`config.mk`:
```
export PLATFORM = sky130hd
export DESIGN_NAME = arp_reply_cache_learner_core
export DESIGN_NICKNAME = d
export VERILOG_FILES = /design/src/hw/rtl/arcl_pkg.sv /design/src/hw/rtl/arcl_ctrl.sv /design/src/hw/rtl/arcl_datapath.sv /design/src/hw/rtl/arp_reply_cache_learner_core.sv
export VERILOG_INCLUDE_DIRS = /design/src /design/src/hw/rtl
export SDC_FILE = /design/constraint.sdc
export NUM_CORES = 2
export LEC_CHECK = 0
export ABC_AREA = 1
export BUFFER_PORTS_ARGS = -buffer_cell sky130_fd_sc_hd__buf_2
export CORE_ASPECT_RATIO = 0.75
export CORE_MARGIN = 5
export CORE_UTILIZATION = 25
export DETAILED_ROUTE_END_ITERATION = 8
export GPL_TIMING_DRIVEN = 0
export PLACE_DENSITY = 0.39
export SLEW_MARGIN = 15
export SYNTH_ARGS = -nofsm -noshare
export SYNTH_HDL_FRONTEND = slang
export SYNTH_HIERARCHICAL = 1
export SYNTH_SLANG_ARGS = --single-unit
```
`constraint.sdc`:
```
create_clock -name clock -period 9.2 [get_ports clock]
set_clock_uncertainty 0.1 [all_clocks]
set_input_delay 2.3 -clock clock [delete_from_list [all_inputs] [get_ports clock]]
set_output_delay 2.3 -clock clock [all_outputs]
set_load 0.05 [all_outputs]
```
`src/hw/rtl/arp_reply_cache_learner_core_defines.svh`:
```
// ----------------------------------------------------------------------------
// arp reply cache learner assertion macros
// shared concurrent check forms used at the end of the core
// ----------------------------------------------------------------------------
`ifndef ARP_REPLY_CACHE_LEARNER_CORE_DEFINES_SVH
`define ARP_REPLY_CACHE_LEARNER_CORE_DEFINES_SVH

// consequent must hold in the same cycle as the antecedent
`define ARCL_ASSERT_NOW(label, clk, rst, ante, cons, msg) \
   label: assert property (@(posedge clk) disable iff (rst) (ante) |-> (cons)) \
      else $error(msg);

// consequent must hold in the cycle after the antecedent
`define ARCL_ASSERT_NEXT(label, clk, rst, ante, cons, msg) \
   label: assert property (@(posedge clk) disable iff (rst) (ante) |=> (cons)) \
      else $error(msg);

`endif

```
`src/hw/rtl/arcl_pkg.sv`:
```
// ----------------------------------------------------------------------------
// arcl_pkg
// types and constants shared by the arp reply cache learner modules
// ----------------------------------------------------------------------------
package arcl_pkg;

   localparam logic [15:0] ETHERTYPE_ARP   = 16'h0806;
   localparam logic [15:0] OPCODE_REPLY    = 16'h0002;
   localparam logic [5:0]  MIN_FRAME_BYTES = 6'd32;
   localparam logic [5:0]  POS_MAX         = 6'd63;

   // result status codes
   localparam logic [1:0] RSP_IGNORED = 2'd0;
   localparam logic [1:0] RSP_UPDATED = 2'd1;
   localparam logic [1:0] RSP_ADDED   = 2'd2;
   localparam logic [1:0] RSP_DROPPED = 2'd3;

   typedef enum logic [1:0] {
      OUT_IGNORE,
      OUT_HIT,
      OUT_MISS
   } outcome_type;

   typedef struct packed {
      logic        byte_en;
      logic        search_start;
      logic        rd_issue;
      logic        latch_hit;
      logic        commit;
      outcome_type outcome;
   } ctl_cmd_type;

   typedef struct packed {
      logic frame_ok;
      logic issue_done;
      logic rd_vld;
      logic rd_hit;
      logic out_free;
   } dp_sts_type;

endpackage

```
`src/hw/rtl/arcl_ctrl.sv`:
```
// ----------------------------------------------------------------------------
// arcl_ctrl
// sequencer: frame intake, reply check, table search and result commit
// ----------------------------------------------------------------------------
module arcl_ctrl (
   input  logic                  clock,
   input  logic                  reset,
   input  logic                  req_tvalid,
   input  logic                  req_tlast,
   output logic                  req_tready,
   input  arcl_pkg::dp_sts_type  sts,
   output arcl_pkg::ctl_cmd_type cmd
);
   import arcl_pkg::*;

   typedef enum logic [1:0] {
      ST_PARSE,
      ST_DECIDE,
      ST_SEARCH,
      ST_COMMIT
   } state_type;

   state_type   state_ff, state_in;
   outcome_type outcome_ff, outcome_in;

   always_comb begin
      state_in         = state_ff;
      outcome_in       = outcome_ff;
      req_tready       = 1'b0;
      cmd.byte_en      = 1'b0;
      cmd.search_start = 1'b0;
      cmd.rd_issue     = 1'b0;
      cmd.latch_hit    = 1'b0;
      cmd.commit       = 1'b0;
      cmd.outcome      = outcome_ff;
      case (state_ff)
         ST_PARSE: begin
            req_tready  = 1'b1;
            cmd.byte_en = req_tvalid;
            if (req_tvalid && req_tlast) begin
               state_in = ST_DECIDE;
            end
         end
         ST_DECIDE: begin
            if (sts.frame_ok) begin
               cmd.search_start = 1'b1;
               state_in         = ST_SEARCH;
            end else begin
               outcome_in = OUT_IGNORE;
               state_in   = ST_COMMIT;
            end
         end
         ST_SEARCH: begin
            // one table read issued per cycle, compared in the cycle after
            cmd.rd_issue = !sts.issue_done && !sts.rd_hit;
            if (sts.rd_hit) begin
               cmd.latch_hit = 1'b1;
               outcome_in    = OUT_HIT;
               state_in      = ST_COMMIT;
            end else if (sts.issue_done && !sts.rd_vld) begin
               outcome_in = OUT_MISS;
               state_in   = ST_COMMIT;
            end
         end
         ST_COMMIT: begin
            cmd.commit = sts.out_free;
            if (sts.out_free) begin
               state_in = ST_PARSE;
            end
         end
         default: begin
            state_in = ST_PARSE;
         end
      endcase
   end

   always_ff @(posedge clock) begin
      if (reset) begin
         state_ff   <= ST_PARSE;
         outcome_ff <= OUT_IGNORE;
      end else begin
         state_ff   <= state_in;
         outcome_ff <= outcome_in;
      end
   end

endmodule

```
`src/hw/rtl/arcl_datapath.sv`:
```
// ----------------------------------------------------------------------------
// arcl_datapath
// header capture, address table memories, search compare and result register
// ----------------------------------------------------------------------------
module arcl_datapath #(
   parameter int TABLE_DEPTH = 64
) (
   input  logic                  clock,
   input  logic                  reset,
   input  arcl_pkg::ctl_cmd_type cmd,
   output arcl_pkg::dp_sts_type  sts,
   input  logic [7:0]            frame_byte,
   input  logic                  rsp_tready,
   output logic                  rsp_tvalid,
   output logic [1:0]            rsp_status,
   output logic [5:0]            rsp_index,
   output logic [6:0]            rsp_count,
   output logic [31:0]           rsp_ip,
   output logic [47:0]           rsp_mac
);
   import arcl_pkg::*;

   localparam int AW = (TABLE_DEPTH > 1) ? $clog2(TABLE_DEPTH) : 1;
   localparam int CW = $clog2(TABLE_DEPTH + 1);
   localparam logic [CW-1:0] DEPTH_C = CW'(TABLE_DEPTH);

   logic [31:0] ip_mem  [0:TABLE_DEPTH-1];
   logic [47:0] mac_mem [0:TABLE_DEPTH-1];

   logic [5:0]    pos_ff, pos_in;
   logic [15:0]   type_ff, type_in;
   logic [15:0]   opcode_ff, opcode_in;
   logic [47:0]   cap_mac_ff, cap_mac_in;
   logic [31:0]   cap_ip_ff, cap_ip_in;
   logic [CW-1:0] count_ff, count_in;
   logic [CW-1:0] rd_idx_ff, rd_idx_in;
   logic          rd_vld_ff;
   logic [31:0]   rd_data_ff;
   logic [AW-1:0] rd_tag_ff;
   logic [AW-1:0] hit_idx_ff;
   logic          rsp_valid_ff, rsp_valid_in;
   logic [1:0]    status_ff;
   logic [5:0]    index_ff;
   logic [6:0]    count_out_ff;
   logic [31:0]   ip_out_ff;
   logic [47:0]   mac_out_ff;

   logic          room;
   logic          append;
   logic          hit_wr;
   logic [AW-1:0] wr_addr;
   logic [1:0]    status_res;
   logic [AW-1:0] idx_res;

   // header capture
   always_comb begin
      pos_in     = pos_ff;
      type_in    = type_ff;
      opcode_in  = opcode_ff;
      cap_mac_in = cap_mac_ff;
      cap_ip_in  = cap_ip_ff;
      if (cmd.commit) begin
         pos_in     = '0;
         type_in    = '0;
         opcode_in  = '0;
         cap_mac_in = '0;
         cap_ip_in  = '0;
      end else if (cmd.byte_en) begin
         case (pos_ff) inside
            [6'd12:6'd13]: type_in    = {type_ff[7:0], frame_byte};
            [6'd20:6'd21]: opcode_in  = {opcode_ff[7:0], frame_byte};
            [6'd22:6'd27]: cap_mac_in = {cap_mac_ff[39:0], frame_byte};
            [6'd28:6'd31]: cap_ip_in  = {cap_ip_ff[23:0], frame_byte};
            default: ;
         endcase
         if (pos_ff != POS_MAX) begin
            pos_in = pos_ff + 6'd1;
         end
      end
   end

   // position after the last byte is 32 or more exactly when the frame had at least 32 bytes
   assign sts.frame_ok = (pos_ff >= MIN_FRAME_BYTES) && (type_ff == ETHERTYPE_ARP) &&
                         (opcode_ff == OPCODE_REPLY);

   // search
   assign rd_idx_in      = cmd.search_start ? '0 :
                           (cmd.rd_issue ? rd_idx_ff + CW'(1) : rd_idx_ff);
   assign sts.issue_done = (rd_idx_ff >= count_ff);
   assign sts.rd_vld     = rd_vld_ff;
   assign sts.rd_hit     = rd_vld_ff && (rd_data_ff == cap_ip_ff);

   // commit
   assign room    = (count_ff < DEPTH_C);
   assign append  = cmd.commit && (cmd.outcome == OUT_MISS) && room;
   assign hit_wr  = cmd.commit && (cmd.outcome == OUT_HIT);
   assign wr_addr = hit_wr ? hit_idx_ff : count_ff[AW-1:0];

   always_comb begin
      case (cmd.outcome)
         OUT_HIT:  status_res = RSP_UPDATED;
         OUT_MISS: status_res = room ? RSP_ADDED : RSP_DROPPED;
         default:  status_res = RSP_IGNORED;
      endcase
   end

   assign idx_res  = hit_wr ? hit_idx_ff : (append ? count_ff[AW-1:0] : '0);
   assign count_in = append ? count_ff + CW'(1) : count_ff;

   assign rsp_valid_in = cmd.commit ? 1'b1 : (rsp_tready ? 1'b0 : rsp_valid_ff);
   assign sts.out_free = !rsp_valid_ff || rsp_tready;

   always_ff @(posedge clock) begin
      if (reset) begin
         pos_ff       <= '0;
         type_ff      <= '0;
         opcode_ff    <= '0;
         cap_mac_ff   <= '0;
         cap_ip_ff    <= '0;
         count_ff     <= '0;
         rd_idx_ff    <= '0;
         rd_vld_ff    <= 1'b0;
         rsp_valid_ff <= 1'b0;
      end else begin
         pos_ff       <= pos_in;
         type_ff      <= type_in;
         opcode_ff    <= opcode_in;
         cap_mac_ff   <= cap_mac_in;
         cap_ip_ff    <= cap_ip_in;
         count_ff     <= count_in;
         rd_idx_ff    <= rd_idx_in;
         rd_vld_ff    <= cmd.rd_issue;
         rsp_valid_ff <= rsp_valid_in;
      end
   end

   // ip table: one write port, one registered read port
   always_ff @(posedge clock) begin
      if (append) begin
         ip_mem[count_ff[AW-1:0]] <= cap_ip_ff;
      end
      if (cmd.rd_issue) begin
         rd_data_ff <= ip_mem[rd_idx_ff[AW-1:0]];
      end
   end

   always_ff @(posedge clock) begin
      if (append || hit_wr) begin
         mac_mem[wr_addr] <= cap_mac_ff;
      end
   end

   always_ff @(posedge clock) begin
      if (cmd.rd_issue) begin
         rd_tag_ff <= rd_idx_ff[AW-1:0];
      end
      if (cmd.latch_hit) begin
         hit_idx_ff <= rd_tag_ff;
      end
      if (cmd.commit) begin
         status_ff    <= status_res;
         index_ff     <= 6'(idx_res);
         count_out_ff <= 7'(count_in);
         ip_out_ff    <= (cmd.outcome == OUT_IGNORE) ? 32'd0 : cap_ip_ff;
         mac_out_ff   <= (cmd.outcome == OUT_IGNORE) ? 48'd0 : cap_mac_ff;
      end
   end

   assign rsp_tvalid = rsp_valid_ff;
   assign rsp_status = status_ff;
   assign rsp_index  = index_ff;
   assign rsp_count  = count_out_ff;
   assign rsp_ip     = ip_out_ff;
   assign rsp_mac    = mac_out_ff;

endmodule

```
`src/hw/rtl/arp_reply_cache_learner_core.sv`:
```
// ----------------------------------------------------------------------------
// arp_reply_cache_learner_core
// learns sender ip to mac bindings from received arp reply frames
// ----------------------------------------------------------------------------
// usage:
//   req_* carries an ethernet frame one byte per beat, req_tlast on the last
//   byte. bytes stream in at one beat per cycle while a frame is running.
//   after the last byte req_tready drops while the frame is judged and the
//   table is searched; exactly one rsp_* beat follows every frame.
//   an ignored frame goes from the decide state straight to commit; an arp
//   reply first searches the n valid table entries until a hit, and the
//   single ip table read port compares one stored entry per cycle.
//   the result sits in an output register; req_tready returns in the cycle
//   that the result appears, so a new frame streams in while the result waits.
//   a stalled receiver holds the result and, once the next frame ends, the
//   commit of that frame waits for the output register to empty.
//   reset empties the table (entry count zero) and the frame capture; no
//   clearing pass is needed, entries are only read below the count.
// ----------------------------------------------------------------------------
`include "arp_reply_cache_learner_core_defines.svh"

module arp_reply_cache_learner_core #(
   parameter int TABLE_DEPTH = 64
) (
   input  logic        clock,
   input  logic        reset,
   input  logic        req_tvalid,
   output logic        req_tready,
   input  logic [7:0]  req_tdata,   // [7:0] frame_byte
   input  logic        req_tlast,   // frame_end
   output logic        rsp_tvalid,
   input  logic        rsp_tready,
   output logic [95:0] rsp_tdata,   // [5:0] entry_index, [12:6] entry_count,
                                    // [44:13] peer_ip, [92:45] peer_mac
   output logic [1:0]  rsp_tuser    // [1:0] status
);
   import arcl_pkg::*;

   ctl_cmd_type ctl_cmd;
   dp_sts_type  dp_sts;
   logic [5:0]  rsp_index;
   logic [6:0]  rsp_count;
   logic [31:0] rsp_ip;
   logic [47:0] rsp_mac;

   arcl_ctrl u_ctrl (
      .clock      (clock),
      .reset      (reset),
      .req_tvalid (req_tvalid),
      .req_tlast  (req_tlast),
      .req_tready (req_tready),
      .sts        (dp_sts),
      .cmd        (ctl_cmd)
   );

   arcl_datapath #(
      .TABLE_DEPTH (TABLE_DEPTH)
   ) u_datapath (
      .clock      (clock),
      .reset      (reset),
      .cmd        (ctl_cmd),
      .sts        (dp_sts),
      .frame_byte (req_tdata),
      .rsp_tready (rsp_tready),
      .rsp_tvalid (rsp_tvalid),
      .rsp_status (rsp_tuser),
      .rsp_index  (rsp_index),
      .rsp_count  (rsp_count),
      .rsp_ip     (rsp_ip),
      .rsp_mac    (rsp_mac)
   );

   assign rsp_tdata = {3'd0, rsp_mac, rsp_ip, rsp_count, rsp_index};

   `ARCL_ASSERT_NOW(a_read_below_count, clock, reset, ctl_cmd.rd_issue, !dp_sts.issue_done, "table read at or above entry count")
   `ARCL_ASSERT_NEXT(a_hold_after_last, clock, reset, req_tvalid && req_tready && req_tlast, !req_tready, "frame intake not paused after last byte")
   `ARCL_ASSERT_NOW(a_ignored_is_clean, clock, reset, rsp_tvalid && (rsp_tuser == RSP_IGNORED), (rsp_tdata[92:13] == 80'd0) && (rsp_tdata[5:0] == 6'd0), "ignored frame result carries data")

endmodule
```
==> impl_metrics.tcl <==
set metrics [dict create \
    synthSimpleGateAreaFrac_pct 19.6 \
    fillers 40100 \
    area_delta_synth_final_pct 19.1 \
    drt_wl_total_um 392000 \
    sw_frac_of_total_pct 22.4 \
    hold_ws_ns 0.318 \
    firstDrtPassIters 6 \
    layout-drive-gt1-share_pct 9.85 \
    synth_top_flop_cell "edfxtp_1" \
    core_area_um2 388000 \
    switching_power_uw 5050 \
    pwr_density_cell_nw_per_um2 194 \
    hold_viol_final 0 \
    cts_made_buffers 267 \
    ios 113 \
    grt_pass1_wl_um 531000 \
    critical_path.cell_chain "buf_2 > inv_1 > nand2_1 > nand2_1 > inv_6 > buf_2 > nand3_1 > inv_1 > nand2_1 > nor3_1 > inv_1 > nor4_2 > buf_2 > buf_2 > buf_4 > buf_4 > buf_4 > buf_2" \
    post-route-period-util_pct 64.8 \
    drt-initial-drc-count 8653 \
    cts_setup_buffers 0 \
    ant_nets 0 \
    syn-cell-area_um2 97500 \
    cts_sinks 2325 \
    multi_input_area_um2 22900 \
    cts_tree "yes" \
    synth-edff-count 2187 \
    vdd_ir_drop_max_mv 0.107 \
    crit_path_max_fanout 18 \
    leakagePower_uw 0.0454 \
    p_int_uw 17500 \
    grt_pass1_vias 64800 \
    hp-class "reg -> reg" \
    grt_max_degree 80 \
    power_frac_seq_pct 51.0 \
    dp_cells 14800 \
    place_hpwl_um 289000 \
    root_buffer "clkbuf_16" \
    p_clk_share_pct 45.4 \
    die_w_um 731 \
    die_area_um2 403000 \
    slew_headroom_pct 13.6 \
    final-seq-area_um2 68600 \
    slew_viol_final 0 \
    antenna_found_initial 56 \
    drc 0 \
    synth_cells 9283 \
    period_minus_slack_ns 5.96 \
    clock_latency_ns 0.87 \
    criticalPathCategory "in -> reg" \
    ctsResizeCount 0 \
    grt_use_total_pct 18.9 \
    pre_cts_ws_ns 2.46 \
    cts_hold_buf 0 \
    design_area_um2 116000 \
    num-nets-final 9862 \
    dpl-instance-area_um2 108000 \
    finalWorstSetupSlack_ns 3.24 \
    end_kind "register" \
    tightest_slew_ns 1.30 \
    synth_top_family_by_area "simple AND/OR/NAND/NOR gates" \
    pwr-share-comb_pct 3.6 \
    rsz0062_at_grt "no" \
    wire_per_inst_um 25.7 \
    vias 69900 \
    yosys.area_share.adder_pct 0.282 \
    synth.distinct_cells 40 \
    critPathLaunchType "input port" \
    critPathRequiredTime_ns 9.64 \
    gp_congestion 0.914 \
    overflow 0 \
    synth-compound-area-share_pct 2.94 \
    cts_max_path_buffers 4 \
    synth_area_per_cell_um2 10.5 \
    initial_core_util_pct 25.1 \
    slowest_stage "nand3_1" \
    htree_levels 5 \
    path_common_cell "buf_2" \
    cap_violations 0 \
    fmax_ghz 0.168 \
    synth_seq_cells 2325 \
    ys_warn_count 6 \
    synthXorXnorAreaFrac_pct 0.0898 \
    fin_cells 15200 \
    floorplan.rows 198 \
    outcome "completed" \
    critPathMaxStageDelay_ns 0.50 \
    portBuffers 109 \
    ys_seq_area_share_pct 70.2 \
    path_clk_slew_ns 0.06 \
    arrival_ns 6.40 \
    synth_mux_area_share_pct 0.0115 \
    setup_viol 0 \
    async_reset_ff_share_pct 0 \
    dieHeight_um 551 \
    via_per_inst 4.59 \
]
[cell usage in the layout, fill, tap and decap left out, types with 10 or more instances in the layout]
cell          n
buf_12       47
ha_1         22
bufinv_16    11
o21ai_1      22
diode_2      14
buf_16       52
buf_1        60
nand3_1     929
buf_2       284
buf_6        47
dfxtp_4      32
edfxtp_1   2187
o21ai_0     374
clkbuf_1    249
nand4_1      10
nor3_1       12
dfxtp_1     106
a21oi_1     133
nand2_1    2857
inv_1      1124
clkbuf_16   279
buf_4        81
nor2_4       56
o211ai_1     17
nor2_1      838
or2_2        23
clkinv_1     53
clkinv_2     25
[final cells by class]
class | instances | area share [%]
sequential | 2325 | 59.0
multi-input combinational | 5345 | 19.7
clock buffer | 356 | 6.28
tap | 5200 | 5.60
inverter | 1133 | 3.67
timing repair buffer | 273 | 2.94
buffer | 482 | 2.11
clock inverter | 99 | 0.663
antenna | 14 | 0.0302
[cell families (layout without fill, tap and decap cells)]
logic type | Yosys count | in the layout
simple gates | 4750 | 4750
flops | 2325 | 2325
buf+inv | 1615 | 2343
compound gates | 559 | 559
fa+ha+maj | 22 | 22
xor+xnor | 10 | 10
other cells | 1 | 17
mux | 1 | 1
[critical path: cells and delay by family]
kind	cells	cell delay, ns
buffers and inverters	12	2.58
AND/OR/NAND/NOR	6	1.48
[power by group through the flow]
| stage | logic (uW) | clock network [uW] | registers (uW) |
|---|---|---|---|
| 2_1_floorplan | 340 | 0 | 11900 |
| 3_3_place_gp | 789 | 0 | 11800 |
| 3_5_place_dp | 814 | 0 | 11700 |
| 4_1_cts | 816 | 10500 | 11500 |
| 5_1_grt | 876 | 10900 | 11500 |
| 6_report | 814 | 10200 | 11500 |
[sequential cells by signal, summed over array words and instances (netlist names), 7 cells and up]
register               cells
u_datapath/cap_ip_ff      32
u_datapath/cap_mac_ff     48
u_datapath/count_ff        7
u_datapath/ip_mem       2048
u_datapath/opcode_ff      16
u_datapath/rd_data_ff     32
u_datapath/rd_idx_ff       7
u_datapath/rsp_count       7
u_datapath/rsp_ip         32
u_datapath/rsp_mac        48
u_datapath/type_ff        16
[cells in the mapped netlist (3+ instances only)]
master	count	share of area, %
a21oi_1	133	0.68
buf_1	60	0.23
buf_2	157	0.81
buf_4	49	0.38
buf_6	33	0.38
clkbuf_1	181	0.70
clkinv_1	3	0.012
dfxtp_1	138	2.8
edfxtp_1	2187	67
ha_1	22	0.28
inv_1	1126	4.3
inv_2	3	0.012
nand2_1	2857	11
nand3_1	929	4.8
nand4_1	10	0.064
nor2_1	893	3.4
nor2_2	3	0.019
nor3_1	16	0.082
nor4_1	11	0.071
o211ai_1	17	0.13
o21ai_0	375	1.9
o21ai_1	21	0.11
o22ai_1	6	0.038
or2_2	23	0.15
xor2_1	8	0.072
[metrics by stage]
stage / total power, uW / TNS, ns / util, %
4_1_cts: 22800 / 0 / 29.9
3_3_place_gp: 12500 / -5446.14 / 26.9
5_1_grt: 23300 / 0 / 29.9
3_5_place_dp: 12500 / 0 / 27.8
2_1_floorplan: 12200 / 0 / -
6_report: 22600 / 0 / 29.9
[path summary, 6_finish.rpt]
| check | startpoint | endpoint | slack [ns] | cells past startpoint |
|---|---|---|---|---|
| min | u_datapath/rd_tag_ff[4]$_DFFE_PP_ | u_datapath/hit_idx_ff[4]$_DFFE_PP_ | 0.32 | 0 |
| max reg2reg | u_datapath/rd_idx_ff[0]$_SDFFE_PP0P_ | u_datapath/rd_idx_ff[6]$_SDFFE_PP0P_ | 4.15 | 20 |
| max | rsp_tready | u_datapath/ip_mem[25][19]$_DFFE_PP_ | 3.24 | 18 |
| min reg2reg | u_datapath/rd_tag_ff[4]$_DFFE_PP_ | u_datapath/hit_idx_ff[4]$_DFFE_PP_ | 0.32 | 0 |
[per-layer routing]
layer	global-route usage, %	part of all wire (%)	vias up
met3	4.11	9.2	420
li1	-	-	31500
met1	29.9	49	35100
met2	25.7	39	2827
met5	0	0	-
met4	4.27	2.5	0
(Power assumes the default switching activity.)
